$ cat config.mk
export PLATFORM = sky130hd
export DESIGN_NAME = downlink_response_scheduler_unit_flat
export DESIGN_NICKNAME = d
export VERILOG_FILES = /design/src/rtl/drs_pkg.sv /design/src/rtl/drs_tick_if.sv /design/src/rtl/drs_result_if.sv /design/src/rtl/drs_cfg_if.sv /design/src/rtl/drs_stats.sv /design/src/rtl/downlink_response_scheduler_unit.sv /design/src/flat_wrapper.sv
export VERILOG_INCLUDE_DIRS = /design/src /design/src/rtl
export SDC_FILE = /design/constraint.sdc
export NUM_CORES = 1
export LEC_CHECK = 0
export BUFFER_PORTS_ARGS = -buffer_cell sky130_fd_sc_hd__buf_2
export CELL_PAD_IN_SITES_DETAIL_PLACEMENT = 2
export CELL_PAD_IN_SITES_GLOBAL_PLACEMENT = 2
export CORE_MARGIN = 2
export CORE_UTILIZATION = 32
export CTS_CLUSTER_SIZE = 24
export DETAILED_ROUTE_END_ITERATION = 10
export GPL_ROUTABILITY_DRIVEN = 0
export PLACE_DENSITY_LB_ADDON = 0.1
export SYNTH_ARGS = -nofsm -noshare
export SYNTH_HDL_FRONTEND = slang
export SYNTH_HIERARCHICAL = 1
export SYNTH_SLANG_ARGS = --single-unit
$ cat constraint.sdc
create_clock -name clk -period 4.6 [get_ports clk]
set_input_delay 0.46 -clock clk [delete_from_list [all_inputs] [get_ports clk]]
set_output_delay 0.46 -clock clk [all_outputs]
set_load 0.01 [all_outputs]
$ cat src/rtl/downlink_response_scheduler_unit_assert.svh
// ----------------------------------------------------------------------------
// Assertion macros for the downlink response scheduler
// Concurrent checks that compile away when ASSERT_OFF is set.
// ----------------------------------------------------------------------------
`ifndef DOWNLINK_RESPONSE_SCHEDULER_UNIT_ASSERT_SVH
`define DOWNLINK_RESPONSE_SCHEDULER_UNIT_ASSERT_SVH

`ifndef ASSERT_OFF
// same-cycle implication
`define DRS_ASSERT_IMPL(lbl, clk, rst, ante, cons) \
  lbl: assert property (@(posedge clk) disable iff (rst) (ante) |-> (cons)) \
    else $error("drs assertion failed");
// next-cycle implication
`define DRS_ASSERT_NEXT(lbl, clk, rst, ante, cons) \
  lbl: assert property (@(posedge clk) disable iff (rst) (ante) |=> (cons)) \
    else $error("drs assertion failed");
`else
`define DRS_ASSERT_IMPL(lbl, clk, rst, ante, cons)
`define DRS_ASSERT_NEXT(lbl, clk, rst, ante, cons)
`endif

`endif

$ cat src/rtl/drs_pkg.sv
// ----------------------------------------------------------------------------
// drs_pkg
// Shared types, codes and helpers of the downlink response scheduler.
// ----------------------------------------------------------------------------
package drs_pkg;

  // configuration register indexes
  localparam logic [7:0] CFG_FLIGHT_MINIMAL  = 8'd0;
  localparam logic [7:0] CFG_COMMAND_DELAY   = 8'd1;
  localparam logic [7:0] CFG_DUPLICATE_DELAY = 8'd2;
  localparam logic [7:0] CFG_FAST_PER_DETAIL = 8'd3;
  localparam logic [7:0] CFG_PAGE_COUNT      = 8'd4;

  // configuration reset values
  localparam logic        RST_FLIGHT_MINIMAL  = 1'b1;
  localparam logic [15:0] RST_COMMAND_DELAY   = 16'd4500;
  localparam logic [15:0] RST_DUPLICATE_DELAY = 16'd5000;
  localparam logic [7:0]  RST_FAST_PER_DETAIL = 8'd4;
  localparam logic [5:0]  RST_PAGE_COUNT      = 6'd19;

  localparam logic [5:0] MAX_PAGES = 6'd32;

  // radio send result codes
  localparam logic [1:0] RES_NONE    = 2'd0;
  localparam logic [1:0] RES_SUCCESS = 2'd1;

  // packet kinds
  localparam logic [1:0] KIND_NONE   = 2'd0;
  localparam logic [1:0] KIND_FAST   = 2'd1;
  localparam logic [1:0] KIND_DETAIL = 2'd2;
  localparam logic [1:0] KIND_DUP    = 2'd3;

  // record of the last primary packet, replayed by a duplicate
  typedef struct packed {
    logic [1:0] kind;
    logic [4:0] page;
    logic [7:0] tlm_seq;
    logic [7:0] cmd_seq;
  } saved_pkt_t;

  // counter events of one tick
  typedef struct packed {
    logic        upd_dt;
    logic [31:0] dt;
    logic        inc_succ;
    logic        inc_fail;
    logic        inc_repl;
    logic        inc_canc;
    logic        inc_dups;
  } stat_event_t;

  typedef struct packed {
    logic [31:0] last_dur;
    logic [31:0] max_dur;
    logic [31:0] succ;
    logic [31:0] fail;
    logic [31:0] repl;
    logic [31:0] canc;
    logic [31:0] dups;
  } stat_counters_t;

  // due when the wrapped difference is not negative
  function automatic logic is_due(input logic [31:0] now, input logic [31:0] due);
    logic [31:0] diff;
    diff = now - due;
    return ~diff[31];
  endfunction

  // page count clamped to 1..32
  function automatic logic [5:0] eff_pages(input logic [5:0] cnt);
    logic [5:0] r;
    r = cnt;
    if (cnt == 6'd0) r = 6'd1;
    else if (cnt > MAX_PAGES) r = MAX_PAGES;
    return r;
  endfunction

endpackage

$ cat src/rtl/drs_tick_if.sv
// ----------------------------------------------------------------------------
// drs_tick_if
// Service tick channel: one transfer per scheduler tick.
// ----------------------------------------------------------------------------
interface drs_tick_if;
  logic        valid;
  logic        ready;
  logic [31:0] now_us;
  logic [1:0]  send_result;
  logic        radio_busy;
  logic        radio_accepts;
  logic [31:0] valid_command_count;
  logic [7:0]  latest_cmd_seq;
  logic        flight_active;

  modport source (
    output valid, now_us, send_result, radio_busy, radio_accepts,
           valid_command_count, latest_cmd_seq, flight_active,
    input  ready
  );
  modport sink (
    input  valid, now_us, send_result, radio_busy, radio_accepts,
           valid_command_count, latest_cmd_seq, flight_active,
    output ready
  );
endinterface

$ cat src/rtl/drs_result_if.sv
// ----------------------------------------------------------------------------
// drs_result_if
// Result channel: one transfer per service tick.
// ----------------------------------------------------------------------------
interface drs_result_if;
  logic        valid;
  logic        ready;
  logic        start_send;
  logic [1:0]  packet_kind;
  logic [4:0]  page_number;
  logic [7:0]  telemetry_sequence;
  logic [7:0]  echoed_command_seq;
  logic [31:0] last_duration_us;
  logic [31:0] max_duration_us;
  logic [31:0] success_count;
  logic [31:0] fail_count;
  logic [31:0] replace_count;
  logic [31:0] cancel_count;
  logic [31:0] dup_schedule_count;

  modport source (
    output valid, start_send, packet_kind, page_number, telemetry_sequence,
           echoed_command_seq, last_duration_us, max_duration_us, success_count,
           fail_count, replace_count, cancel_count, dup_schedule_count,
    input  ready
  );
  modport sink (
    input  valid, start_send, packet_kind, page_number, telemetry_sequence,
           echoed_command_seq, last_duration_us, max_duration_us, success_count,
           fail_count, replace_count, cancel_count, dup_schedule_count,
    output ready
  );
endinterface

$ cat src/rtl/drs_cfg_if.sv
// ----------------------------------------------------------------------------
// drs_cfg_if
// Configuration write channel: register index and write data.
// ----------------------------------------------------------------------------
interface drs_cfg_if;
  logic        valid;
  logic        ready;
  logic [7:0]  index;
  logic [15:0] data;

  modport source (output valid, index, data, input ready);
  modport sink   (input valid, index, data, output ready);
endinterface

$ cat src/rtl/drs_stats.sv
// ----------------------------------------------------------------------------
// drs_stats
// Send timing and wrapping event counters, updated once per accepted tick.
// ----------------------------------------------------------------------------
module drs_stats (
  input  logic                    clk,
  input  logic                    rst,
  input  logic                    upd,
  input  drs_pkg::stat_event_t    ev,
  output drs_pkg::stat_counters_t st
);

  drs_pkg::stat_counters_t st_next;

  // next counter values for this tick
  always_comb begin
    st_next = st;
    if (ev.upd_dt) begin
      st_next.last_dur = ev.dt;
      if (ev.dt > st.max_dur) st_next.max_dur = ev.dt;
    end
    if (ev.inc_succ) st_next.succ = st.succ + 32'd1;
    if (ev.inc_fail) st_next.fail = st.fail + 32'd1;
    if (ev.inc_repl) st_next.repl = st.repl + 32'd1;
    if (ev.inc_canc) st_next.canc = st.canc + 32'd1;
    if (ev.inc_dups) st_next.dups = st.dups + 32'd1;
  end

  always_ff @(posedge clk) begin
    if (rst) begin
      st <= '0;
    end else if (upd) begin
      st <= st_next;
    end
  end

endmodule

$ cat src/rtl/downlink_response_scheduler_unit.sv
// ----------------------------------------------------------------------------
// downlink_response_scheduler_unit
// Schedules command responses, detail page rotation and duplicate resends.
// ----------------------------------------------------------------------------
// Result: registered, valid in the cycle after the tick transfer; the result
//   register holds the result until it is taken.
// Throughput: one tick per cycle while results are taken; the tick decision is
//   one pass of compares and 32-bit adds into the state and result registers.
// Reset: synchronous, clears all scheduler state and counters and restores
//   the configuration defaults; no clearing pass.
// ----------------------------------------------------------------------------
`include "downlink_response_scheduler_unit_assert.svh"

module downlink_response_scheduler_unit (
  input logic         clk,
  input logic         rst,
  drs_tick_if.sink    tick,
  drs_result_if.source result,
  drs_cfg_if.sink     cfg
);

  // configuration
  logic        flight_minimal_mode;
  logic [15:0] command_delay_us;
  logic [15:0] duplicate_delay_us;
  logic [7:0]  fast_per_detail;
  logic [5:0]  page_count;

  // scheduler state
  logic [4:0]  page_cursor, page_cursor_next;
  logic [7:0]  fast_run, fast_run_next;
  logic        fast_in_flight, fast_in_flight_next;
  logic [4:0]  page_in_flight, page_in_flight_next;
  logic        response_pending, response_pending_next;
  logic [7:0]  pending_cmd_seq, pending_cmd_seq_next;
  logic [31:0] response_due, response_due_next;
  logic [31:0] last_seen_count, last_seen_count_next;
  logic        count_primed;
  logic [31:0] send_started_at, send_started_at_next;
  logic        dup_pending, dup_pending_next;
  logic        dup_in_flight, dup_in_flight_next;
  logic [31:0] dup_due, dup_due_next;
  logic [7:0]  tlm_seq, tlm_seq_next;
  drs_pkg::saved_pkt_t saved, saved_next;

  // result register
  logic        rsp_valid;
  logic        rsp_start_send;
  logic [1:0]  rsp_kind;
  logic [4:0]  rsp_page;
  logic [7:0]  rsp_tlm_seq;
  logic [7:0]  rsp_cmd_seq;

  // per-tick decision
  logic        tick_fire;
  logic        minimal;
  logic        newcmd;
  logic        prim_send;
  logic [31:0] lsc;
  logic [5:0]  page_inc;
  logic [1:0]  snd_kind;
  logic [4:0]  snd_page;
  logic [7:0]  snd_tlm;
  logic [7:0]  snd_cmd;
  logic [1:0]  cand_kind;
  logic [4:0]  cand_page;

  drs_pkg::stat_event_t    ev;
  drs_pkg::stat_counters_t st;

  assign tick.ready = ~rsp_valid | result.ready;
  assign tick_fire  = tick.valid & tick.ready;
  assign cfg.ready  = 1'b1;

  // configuration writes
  always_ff @(posedge clk) begin
    if (rst) begin
      flight_minimal_mode <= drs_pkg::RST_FLIGHT_MINIMAL;
      command_delay_us    <= drs_pkg::RST_COMMAND_DELAY;
      duplicate_delay_us  <= drs_pkg::RST_DUPLICATE_DELAY;
      fast_per_detail     <= drs_pkg::RST_FAST_PER_DETAIL;
      page_count          <= drs_pkg::RST_PAGE_COUNT;
    end else if (cfg.valid) begin
      case (cfg.index)
        drs_pkg::CFG_FLIGHT_MINIMAL:  flight_minimal_mode <= cfg.data[0];
        drs_pkg::CFG_COMMAND_DELAY:   command_delay_us    <= cfg.data;
        drs_pkg::CFG_DUPLICATE_DELAY: duplicate_delay_us  <= cfg.data;
        drs_pkg::CFG_FAST_PER_DETAIL: fast_per_detail     <= cfg.data[7:0];
        drs_pkg::CFG_PAGE_COUNT:      page_count          <= cfg.data[5:0];
        default: ;
      endcase
    end
  end

  // tick decision, in the order the events take effect
  always_comb begin
    page_cursor_next       = page_cursor;
    fast_run_next          = fast_run;
    fast_in_flight_next    = fast_in_flight;
    page_in_flight_next    = page_in_flight;
    response_pending_next  = response_pending;
    pending_cmd_seq_next   = pending_cmd_seq;
    response_due_next      = response_due;
    send_started_at_next   = send_started_at;
    dup_pending_next       = dup_pending;
    dup_in_flight_next     = dup_in_flight;
    dup_due_next           = dup_due;
    tlm_seq_next           = tlm_seq;
    saved_next             = saved;
    snd_kind               = drs_pkg::KIND_NONE;
    snd_page               = 5'd0;
    snd_tlm                = 8'd0;
    snd_cmd                = 8'd0;
    cand_kind              = drs_pkg::KIND_FAST;
    cand_page              = 5'd0;
    prim_send              = 1'b0;
    page_inc               = {1'b0, page_in_flight} + 6'd1;
    ev                     = '0;
    ev.dt                  = tick.now_us - send_started_at;

    minimal = tick.flight_active & flight_minimal_mode;
    // first tick loads the count without seeing a command
    lsc = count_primed ? last_seen_count : tick.valid_command_count;
    last_seen_count_next = lsc;

    // send completion
    if (tick.send_result != drs_pkg::RES_NONE) begin
      ev.upd_dt = 1'b1;
      if (dup_in_flight) begin
        dup_in_flight_next = 1'b0;
      end else if (tick.send_result == drs_pkg::RES_SUCCESS) begin
        ev.inc_succ = 1'b1;
        if (minimal) begin
          dup_pending_next   = 1'b0;
          dup_in_flight_next = 1'b0;
        end else begin
          dup_pending_next = 1'b1;
          dup_due_next     = tick.now_us + {16'd0, duplicate_delay_us};
          ev.inc_dups      = 1'b1;
          if (fast_in_flight) begin
            if (fast_run < fast_per_detail)
              fast_run_next = fast_run + 8'd1;
          end else begin
            page_cursor_next = (page_inc >= drs_pkg::eff_pages(page_count)) ?
                               5'd0 : page_inc[4:0];
            fast_run_next = 8'd0;
          end
        end
      end else begin
        ev.inc_fail = 1'b1;
      end
    end

    newcmd = (tick.valid_command_count != lsc);

    // cancel a waiting duplicate in minimal mode or on a new command
    if ((minimal || newcmd) && dup_pending_next && !dup_in_flight_next) begin
      dup_pending_next = 1'b0;
      ev.inc_canc      = 1'b1;
    end

    // new command schedules a response
    if (newcmd) begin
      last_seen_count_next  = tick.valid_command_count;
      ev.inc_repl           = response_pending;
      response_pending_next = 1'b1;
      pending_cmd_seq_next  = tick.latest_cmd_seq;
      response_due_next     = tick.now_us + {16'd0, command_delay_us};
    end

    // start a primary response, else a due duplicate
    if (response_pending_next && !tick.radio_busy &&
        drs_pkg::is_due(tick.now_us, response_due_next)) begin
      if (minimal || fast_run_next < fast_per_detail) begin
        fast_in_flight_next = 1'b1;
      end else begin
        cand_kind           = drs_pkg::KIND_DETAIL;
        cand_page           = page_cursor_next;
        page_in_flight_next = page_cursor_next;
        fast_in_flight_next = 1'b0;
      end
      if (tick.radio_accepts) begin
        if (!minimal) begin
          saved_next.kind    = cand_kind;
          saved_next.page    = cand_page;
          saved_next.tlm_seq = tlm_seq;
          saved_next.cmd_seq = pending_cmd_seq_next;
        end
        response_pending_next = 1'b0;
        send_started_at_next  = tick.now_us;
        snd_kind              = cand_kind;
        snd_page              = cand_page;
        snd_tlm               = tlm_seq;
        snd_cmd               = pending_cmd_seq_next;
        tlm_seq_next          = tlm_seq + 8'd1;
        prim_send             = 1'b1;
      end
    end else if (!minimal && dup_pending_next && !tick.radio_busy &&
                 drs_pkg::is_due(tick.now_us, dup_due_next)) begin
      if (tick.radio_accepts) begin
        dup_pending_next     = 1'b0;
        dup_in_flight_next   = 1'b1;
        send_started_at_next = tick.now_us;
        snd_kind             = drs_pkg::KIND_DUP;
        snd_page             = saved.page;
        snd_tlm              = saved.tlm_seq;
        snd_cmd              = saved.cmd_seq;
      end
    end
  end

  // state update on each tick transfer
  always_ff @(posedge clk) begin
    if (rst) begin
      page_cursor       <= '0;
      fast_run          <= '0;
      fast_in_flight    <= 1'b0;
      page_in_flight    <= '0;
      response_pending  <= 1'b0;
      pending_cmd_seq   <= '0;
      response_due      <= '0;
      last_seen_count   <= '0;
      count_primed      <= 1'b0;
      send_started_at   <= '0;
      dup_pending       <= 1'b0;
      dup_in_flight     <= 1'b0;
      dup_due           <= '0;
      tlm_seq           <= '0;
      saved             <= '0;
    end else if (tick_fire) begin
      page_cursor       <= page_cursor_next;
      fast_run          <= fast_run_next;
      fast_in_flight    <= fast_in_flight_next;
      page_in_flight    <= page_in_flight_next;
      response_pending  <= response_pending_next;
      pending_cmd_seq   <= pending_cmd_seq_next;
      response_due      <= response_due_next;
      last_seen_count   <= last_seen_count_next;
      count_primed      <= 1'b1;
      send_started_at   <= send_started_at_next;
      dup_pending       <= dup_pending_next;
      dup_in_flight     <= dup_in_flight_next;
      dup_due           <= dup_due_next;
      tlm_seq           <= tlm_seq_next;
      saved             <= saved_next;
    end
  end

  // counters; they change only with a tick transfer, so they match the result
  drs_stats u_stats (
    .clk (clk),
    .rst (rst),
    .upd (tick_fire),
    .ev  (ev),
    .st  (st)
  );

  // result register
  always_ff @(posedge clk) begin
    if (rst) begin
      rsp_valid <= 1'b0;
    end else if (tick_fire) begin
      rsp_valid <= 1'b1;
    end else if (result.ready) begin
      rsp_valid <= 1'b0;
    end
  end

  always_ff @(posedge clk) begin
    if (tick_fire) begin
      rsp_start_send <= (snd_kind != drs_pkg::KIND_NONE);
      rsp_kind       <= snd_kind;
      rsp_page       <= snd_page;
      rsp_tlm_seq    <= snd_tlm;
      rsp_cmd_seq    <= snd_cmd;
    end
  end

  assign result.valid              = rsp_valid;
  assign result.start_send         = rsp_start_send;
  assign result.packet_kind        = rsp_kind;
  assign result.page_number        = rsp_page;
  assign result.telemetry_sequence = rsp_tlm_seq;
  assign result.echoed_command_seq = rsp_cmd_seq;
  assign result.last_duration_us   = st.last_dur;
  assign result.max_duration_us    = st.max_dur;
  assign result.success_count      = st.succ;
  assign result.fail_count         = st.fail;
  assign result.replace_count      = st.repl;
  assign result.cancel_count       = st.canc;
  assign result.dup_schedule_count = st.dups;

  // checks
  `DRS_ASSERT_NEXT(a_tick_gives_result, clk, rst, tick_fire, result.valid)
  `DRS_ASSERT_NEXT(a_stall_holds_state, clk, rst, result.valid && !result.ready,
                   $stable(tlm_seq) && $stable(dup_pending))
  `DRS_ASSERT_NEXT(a_primary_bumps_seq, clk, rst, tick_fire && prim_send,
                   tlm_seq == $past(tlm_seq) + 8'd1)
  `DRS_ASSERT_IMPL(a_max_covers_last, clk, rst, 1'b1, st.max_dur >= st.last_dur)

endmodule
$ cat src/flat_wrapper.sv
// flat-port wrapper written by rule: the top's interface ports become plain ports
module downlink_response_scheduler_unit_flat 
  (clk, rst, tick_valid, tick_now_us, tick_send_result, tick_radio_busy, tick_radio_accepts, tick_valid_command_count, tick_latest_cmd_seq, tick_flight_active, tick_ready, result_valid, result_start_send, result_packet_kind, result_page_number, result_telemetry_sequence, result_echoed_command_seq, result_last_duration_us, result_max_duration_us, result_success_count, result_fail_count, result_replace_count, result_cancel_count, result_dup_schedule_count, result_ready, cfg_valid, cfg_index, cfg_data, cfg_ready);
  drs_tick_if tick_i ();
  drs_result_if result_i ();
  drs_cfg_if cfg_i ();
  input logic clk;
  input logic rst;
  input wire logic [$bits(tick_i.valid)-1:0] tick_valid;
  input wire logic [$bits(tick_i.now_us)-1:0] tick_now_us;
  input wire logic [$bits(tick_i.send_result)-1:0] tick_send_result;
  input wire logic [$bits(tick_i.radio_busy)-1:0] tick_radio_busy;
  input wire logic [$bits(tick_i.radio_accepts)-1:0] tick_radio_accepts;
  input wire logic [$bits(tick_i.valid_command_count)-1:0] tick_valid_command_count;
  input wire logic [$bits(tick_i.latest_cmd_seq)-1:0] tick_latest_cmd_seq;
  input wire logic [$bits(tick_i.flight_active)-1:0] tick_flight_active;
  output wire logic [$bits(tick_i.ready)-1:0] tick_ready;
  output wire logic [$bits(result_i.valid)-1:0] result_valid;
  output wire logic [$bits(result_i.start_send)-1:0] result_start_send;
  output wire logic [$bits(result_i.packet_kind)-1:0] result_packet_kind;
  output wire logic [$bits(result_i.page_number)-1:0] result_page_number;
  output wire logic [$bits(result_i.telemetry_sequence)-1:0] result_telemetry_sequence;
  output wire logic [$bits(result_i.echoed_command_seq)-1:0] result_echoed_command_seq;
  output wire logic [$bits(result_i.last_duration_us)-1:0] result_last_duration_us;
  output wire logic [$bits(result_i.max_duration_us)-1:0] result_max_duration_us;
  output wire logic [$bits(result_i.success_count)-1:0] result_success_count;
  output wire logic [$bits(result_i.fail_count)-1:0] result_fail_count;
  output wire logic [$bits(result_i.replace_count)-1:0] result_replace_count;
  output wire logic [$bits(result_i.cancel_count)-1:0] result_cancel_count;
  output wire logic [$bits(result_i.dup_schedule_count)-1:0] result_dup_schedule_count;
  input wire logic [$bits(result_i.ready)-1:0] result_ready;
  input wire logic [$bits(cfg_i.valid)-1:0] cfg_valid;
  input wire logic [$bits(cfg_i.index)-1:0] cfg_index;
  input wire logic [$bits(cfg_i.data)-1:0] cfg_data;
  output wire logic [$bits(cfg_i.ready)-1:0] cfg_ready;
  assign tick_i.valid = tick_valid;
  assign tick_i.now_us = tick_now_us;
  assign tick_i.send_result = tick_send_result;
  assign tick_i.radio_busy = tick_radio_busy;
  assign tick_i.radio_accepts = tick_radio_accepts;
  assign tick_i.valid_command_count = tick_valid_command_count;
  assign tick_i.latest_cmd_seq = tick_latest_cmd_seq;
  assign tick_i.flight_active = tick_flight_active;
  assign tick_ready = tick_i.ready;
  assign result_valid = result_i.valid;
  assign result_start_send = result_i.start_send;
  assign result_packet_kind = result_i.packet_kind;
  assign result_page_number = result_i.page_number;
  assign result_telemetry_sequence = result_i.telemetry_sequence;
  assign result_echoed_command_seq = result_i.echoed_command_seq;
  assign result_last_duration_us = result_i.last_duration_us;
  assign result_max_duration_us = result_i.max_duration_us;
  assign result_success_count = result_i.success_count;
  assign result_fail_count = result_i.fail_count;
  assign result_replace_count = result_i.replace_count;
  assign result_cancel_count = result_i.cancel_count;
  assign result_dup_schedule_count = result_i.dup_schedule_count;
  assign result_i.ready = result_ready;
  assign cfg_i.valid = cfg_valid;
  assign cfg_i.index = cfg_index;
  assign cfg_i.data = cfg_data;
  assign cfg_ready = cfg_i.ready;
  downlink_response_scheduler_unit u_core (.clk(clk), .rst(rst), .tick(tick_i), .result(result_i), .cfg(cfg_i));
endmodule
==> results_dict.tcl, run 1 <==
set metrics [dict create \
    sequentialPowerShare_pct 38.8 \
    synth.avg_cell_area_um2 8.49 \
    p_clk_share_pct 42.1 \
    cts_sinks 484 \
    via_per_inst 5.30 \
    switching_share_pct 29.1 \
    syn_area_um2 27000 \
    syn2layout_area_growth_pct 35.7 \
    grt_pass1_wl_mm 173 \
    hold_path_end "u_core/result.valid" \
    reg2reg_setup_slack_ns -0.72 \
    ys_async_sr_fraction_pct 0 \
    p_int_mw 8.15 \
    fin_setup_tns_ns -66.24 \
    crit_type "reg -> reg" \
    drive_above_1_share_pct 29.9 \
    initial_core_util_pct 32.3 \
    dpl.hpwl_mm 80.7 \
    drc 0 \
    vias 26600 \
    routedWlPerCell_um 22.7 \
    combPwrFrac_pct 19.2 \
    dr.pass1.iters 5 \
    setup_ws_ns -0.722 \
    rr_startpoint "u_core/duplicate_delay_us[0]" \
    ys.warnings.count 6 \
    ctsHtreeMaxLevel 2 \
    slew_viol_final 0 \
    grt_pass1_vias 29400 \
    syn_nets 3469 \
    grt_max_degree 169 \
    status "finished, violations left" \
    slew_headroom_pct 22.7 \
    grt_overflow 0 \
    synth_cell_type_count 92 \
    hold_viol 0 \
    critPathMaxFanout 5 \
    core-area_um2 83600 \
    rows 106 \
    power_density_nw_per_um2 314 \
    portBuffers 355 \
    antenna_found_initial 6 \
    rsz0062_at_grt "true" \
    p_sw_mw 3.35 \
    syn_inst 3177 \
    nFillCells 9098 \
    synth-edff-count 24 \
    period_share_pct 116 \
    violations "negative setup slack" \
    dieArea_um2 86700 \
    grt_use_total_pct 25.2 \
    cts_buffers 60 \
    layout_common_cells "dfxtp_1 (455), buf_4 (386), buf_2 (354), nand2_1 (354), nor2_1 (349)" \
    max_freq_ghz 0.188 \
    r2r_cells 25 \
    yosysSeqAreaShare_pct 36.8 \
    leakage_nw 15.4 \
    clk_latency_ns 0.66 \
    drtAntennaViolNets 0 \
    cts_tree "done" \
    drt_wl_total_mm 114 \
    synth_seq_cells 484 \
    clockRootBuffer "clkbuf_16" \
    tightest_slew_ns 1.15 \
    layout_commonest_cell "dfxtp_1" \
    final-setup-viol-count 126 \
    worstSetupEndpointType "register" \
    hp-class "in -> reg" \
    hold_depth 3 \
    drt-initial-drc-count 975 \
    clock_skew_ns 0.0334 \
    path_clk_slew_ns 0.06 \
    maxCapViolations 0 \
    cp.required_ns 5.01 \
    synth_flop_cell "dfxtp_1" \
    post-route-min-period_ns 5.32 \
    cp.arrival_ns 5.73 \
    ios 357 \
    startpoint_type "register" \
    die_w_um 294 \
    hp-start "tick_valid" \
    postLayoutCoreUtil_pct 43.8 \
    irDropWorstVdd_uv 253 \
    final_nets 4187 \
    cts.path.max_buffers 3 \
    die_y_um 294 \
    regToRegEndpoint "u_core/result.packet_kind[1]" \
]
-- how the worst max path moves through the flow --
stage / endpoint / cells after the start / slack, ns / from
after CTS: u_core/send_started_at[5] / 29 / -0.56 / u_core/command_delay_us[0]
after detailed placement: u_core/page_in_flight[1] / 26 / -1.15 / tick_now_us[0]
after floorplan: u_core/result.page_number[0] / 25 / -0.17 / tick_now_us[0]
after global routing: u_core/tlm_seq[5] / 29 / -0.94 / u_core/command_delay_us[0]
final: u_core/result.packet_kind[1] / 25 / -0.72 / u_core/duplicate_delay_us[0]
after global placement: u_core/result.packet_kind[1] / 25 / -0.97 / tick_now_us[0]
-- timing repair --
action,in CTS,in global routing
resized for setup,159,93
endpoints found under the hold margin,0,0
hold buffers,0,0
buffers inserted,47,29
cloned,13,3
endpoints found under the setup margin,126,126
pin swaps,66,77
-- flip-flops by register name, indices dropped and copies added, names as in the netlist, 8 cells and up --
name                              count
u_core/result.echoed_command_seq      8
u_core/send_started_at               32
u_core/command_delay_us              16
u_core/fast_run                       8
u_core/response_due                  32
u_core/tlm_seq                        8
u_core/fast_per_detail                8
u_core/saved                         21
u_core/last_seen_count               32
u_core/duplicate_delay_us            16
u_core/dup_due                       32
u_core/u_stats/st                   224
u_core/pending_cmd_seq                8
u_core/result.telemetry_sequence      8
-- area by class of cell --
cell class	count	area [um2]	share of cell area, %
multi-input combinational	2422	17100	46.8
clock buffer	90	1810	4.93
clock inverter	17	195	0.533
sequential	484	9940	27.1
antenna	3	7.51	0.0205
tap	1080	1350	3.69
inverter	124	468	1.28
timing repair buffer	803	5730	15.6
-- power groups by stage --
stage	logic, mW	clock network, mW	registers (mW)
finish	2.20	4.83	4.46
detailed placement	1.94	0	4.55
global route	2.40	5.14	4.47
floorplan	1.03	0	4.55
CTS	2.14	4.97	4.46
global placement	1.84	0	4.54
-- through the flow --
stage	power (mW)	hold WS, ns	cell area, um2	instances	setup WS (ns)
finish	11.5	0.0535	36600	5023	-0.722
global route	12.0	0.0449	36600	5020	-0.942
CTS	11.6	0.0176	36000	4995	-0.558
detailed placement	6.49	0.448	32500	4829	-1.15
global placement	6.38	0.442	32500	4829	-0.972
floorplan	5.58	0.432	27100	3177	-0.167
-- cell families (layout without fill, tap and decap cells) --
group	Yosys count	count (layout)	share of synthesized area, %
buffers and inverters	274	1034	4.23
AO/OA/AOI/OAI	668	668	16.1
AND/OR/NAND/NOR	1202	1205	21.9
other	1	4	0.0139
adder cells (fa/ha/maj)	186	186	8.71
flip-flops	484	484	36.8
multiplexers	111	111	4.13
XOR/XNOR	251	251	8.15
-- Yosys cell counts (all sizes together), types with 4 or more instances --
cell	n	area, um2
o21ai	89	453
a21oi	266	1360
a22o	13	114
nand2	357	1340
a21o	47	354
and2	23	149
inv	124	465
or2b	60	514
and4	24	210
o21a	25	189
nand4	71	475
nor3b	9	72.6
a21boi	4	30.0
o21bai	6	45.0
a311oi	6	52.6
and3	32	200
a2111oi	4	53.8
a31o	4	35.0
xor2	148	1300
xnor2	103	902
or2	8	50.1
mux2i	109	1090
nor2b	20	125
clkbuf	112	422
o211ai	11	87.6
ha	183	2290
a211o	9	78.8
o31ai	34	255
nor4	23	169
buf	38	254
nand3	91	455
a211oi	72	541
o2111ai	35	307
a31oi	8	62.6
o2bb2ai	8	70.1
or3	38	243
edfxtp	24	721
nand2b	21	131
a41o	4	40.0
dfxtp	460	9210
nor2	356	1340
nor3	56	300
-- critical path, stage by stage (launching register included) --
cell and delay, ns:
dfxtp_2 0.35, ha_4 0.14, fa_2 0.21, a21o_1 0.13
a21oi_2 0.07, nor2_2 0.14, o21ai_2 0.10, a211o_4 0.38
a211oi_4 0.32, o21bai_1 0.14, xor2_1 0.19, nor2_1 0.13
a21oi_1 0.07, ha_1 0.32, nand4_1 0.13, nor4_2 0.38
buf_4 0.20, o2111ai_2 0.09, a31oi_2 0.23, nor3_4 0.09
xnor2_2 0.17, a211o_1 0.31, and3_4 0.23, buf_4 0.14
and2_4 0.17, or2_4 0.25
-- per-layer routing --
| layer | track usage [%] | vias to the layer above | wire (um) |
|---|---|---|---|
| met2 | 46.7 | 412 | 58700 |
| met4 | 7.86 | 4 | 3620 |
| met1 | 30.0 | 13400 | 48200 |
| li1 | - | 12600 | - |
| met3 | 2.97 | 180 | 3400 |
| met5 | 0 | - | 24 |
Note: power is estimated with default switching activity, not from simulation.
==> inputs of run 2 (changes only) <==
Settings changed: CAP_MARGIN set to 20, CTS_BUF_LIST set to sky130_fd_sc_hd__clkbuf_16, GPL_ROUTABILITY_DRIVEN 0 to unset.
==> run 2 against run 1 <==
Compared with the run above: the flow still finishes with violations (negative setup slack); clock skew shrank 0.0095 ns; utilization grew 0.38 points; register-to-register slack is essentially flat; combinational power grew 2%; global-route usage grew 0.32 points; final area grew 0.86%; total power grew 2.3%; hold slack gained 0.012 ns; clock-buffer cell count shrank 30; critical path depth grew 2; largest cell class unchanged; highest routed layer unchanged.
==> results_dict.tcl, run 2 (synthesis results as in run 1) <==
set metrics [dict create \
    grt_max_degree 169 \
    dr.pass1.iters 5 \
    grt_use_total_pct 25.5 \
    final-setup-viol-count 126 \
    crit_type "reg -> reg" \
    cts_sinks 484 \
    holdBufCountCts 0 \
    antenna_found_initial 4 \
    dieArea_um2 86700 \
    top_register "u_core/u_stats/st" \
    p_sw_mw 3.41 \
    switching_share_pct 29.0 \
    startpoint_type "register" \
    cts.path.max_buffers 3 \
    cp.arrival_ns 5.86 \
    rows 106 \
    layout_common_cells "dfxtp_1 (454), buf_4 (391), buf_2 (354), nand2_1 (354), nor2_1 (348)" \
    drtAntennaViolNets 0 \
    stdcell_count 5038 \
    violations "negative setup slack" \
    syn2layout_area_growth_pct 36.8 \
    power_density_nw_per_um2 318 \
    die_w_um 294 \
    portBuffers 355 \
    routedWlPerCell_um 22.9 \
    dpl.hpwl_mm 80.6 \
    core-area_um2 83600 \
    vias 26800 \
    path_clk_slew_ns 0.06 \
    clock_skew_ns 0.0240 \
    cts_tree "done" \
    die_y_um 294 \
    via_per_inst 5.31 \
    final_nets 4194 \
    sequentialPowerShare_pct 37.9 \
    layout_commonest_cell "dfxtp_1" \
    ctsHtreeMaxLevel 2 \
    status "finished, violations left" \
    cp_slowest_cell "a211o_4" \
    dp.cells 4830 \
    rsz0062_at_grt "true" \
    setup_ws_ns -0.712 \
    tightest_slew_ns 1.12 \
    ios 357 \
    drt-initial-drc-count 856 \
    hp-class "in -> reg" \
    grt_pass1_wl_mm 175 \
    maxCapViolations 0 \
    p_int_mw 8.35 \
    place_congestion 0.853 \
    initial_core_util_pct 32.3 \
    grt_pass1_vias 29900 \
    period_share_pct 115 \
    combPwrFrac_pct 19.1 \
    nFillCells 9102 \
    critPathMaxFanout 8 \
    clk_latency_ns 0.65 \
    post-route-min-period_ns 5.31 \
    drt_wl_total_mm 116 \
    cp.required_ns 5.15 \
    leakage_nw 15.5 \
    worstSetupEndpointType "register" \
    max_stage_delay_ns 0.38 \
    p_clk_share_pct 43.0 \
    cts_buffers 60 \
    clockRootBuffer "clkbuf_16" \
    hold_viol 0 \
    largest_register_ffs 224 \
    irDropWorstVdd_uv 297 \
    max_freq_ghz 0.188 \
    postLayoutCoreUtil_pct 44.2 \
    grt_overflow 0 \
    slew_viol_final 0 \
    slew_headroom_pct 25.4 \
    drc 0 \
    drive_above_1_share_pct 29.8 \
]
run 2: routing by layer:
layer	up-vias	global-route usage [%]	wire, um
li1	12600	-	-
met1	13500	30.4	48600
met2	414	47.8	60200
met3	181	2.80	3060
met4	2	7.21	3710
met5	-	0	13
run 2: worst paths after layout:
| path | start | to | slack, ns | cells past startpoint |
|---|---|---|---|---|
| setup / recovery | u_core/duplicate_delay_us[0] | u_core/send_started_at[16] | -0.71 | 27 |
| hold / removal | tick_valid | u_core/result.valid | 0.07 | 3 |
| setup reg to reg | u_core/duplicate_delay_us[0] | u_core/send_started_at[16] | -0.71 | 27 |
| hold reg to reg | u_core/u_stats/st[196] | u_core/u_stats/st[196] | 0.45 | 2 |
run 2: metrics by stage:
stage                     setup TNS [ns]  cell area [um2]  setup WS (ns)  power [mW]  hold WS [ns]
after floorplan                    -2.88            27100         -0.167        5.58         0.432
after global placement           -104.33            32500         -0.972        6.38         0.442
after detailed placement         -126.19            32500          -1.14        6.49         0.448
after CTS                         -55.73            36300         -0.578        11.8        0.0224
after global routing              -96.92            36900         -0.939        12.3        0.0555
final                             -67.73            36900         -0.712        11.8        0.0655
run 2: what timing repair did:
item,CTS,global route
gates resized for setup,179,79
setup buffers,63,17
cloned,13,1
endpoints found under the setup margin,126,126
pin swaps,84,65
run 2: area by class of cell:
class	instances	area, um2	area share, %
multi-input cells	2419	17200	46.5
flip-flops and latches	484	9940	26.9
repair buffers	813	5900	16.0
clock buffers	60	1500	4.07
well taps	1080	1350	3.66
clock inverters	54	582	1.58
inverters	124	468	1.27
diodes	4	10.0	0.0271
run 2: critical path, delay by kind of cell, from the launching register on:
family          cells  cell delay (ns)
buf+inv             4             0.68
simple gates        6             1.01
fa+ha+maj           3             0.65
mux                 1             0.23
flops               1             0.35
compound gates     11             1.99
xor+xnor            2             0.26
run 2: power by group through the flow:
stage | clock network, mW | logic [mW] | registers [mW]
finish | 5.06 | 2.25 | 4.46
global route | 5.36 | 2.43 | 4.47
CTS | 5.17 | 2.15 | 4.46
detailed placement | 0 | 1.94 | 4.55
global placement | 0 | 1.84 | 4.54
floorplan | 0 | 1.03 | 4.55
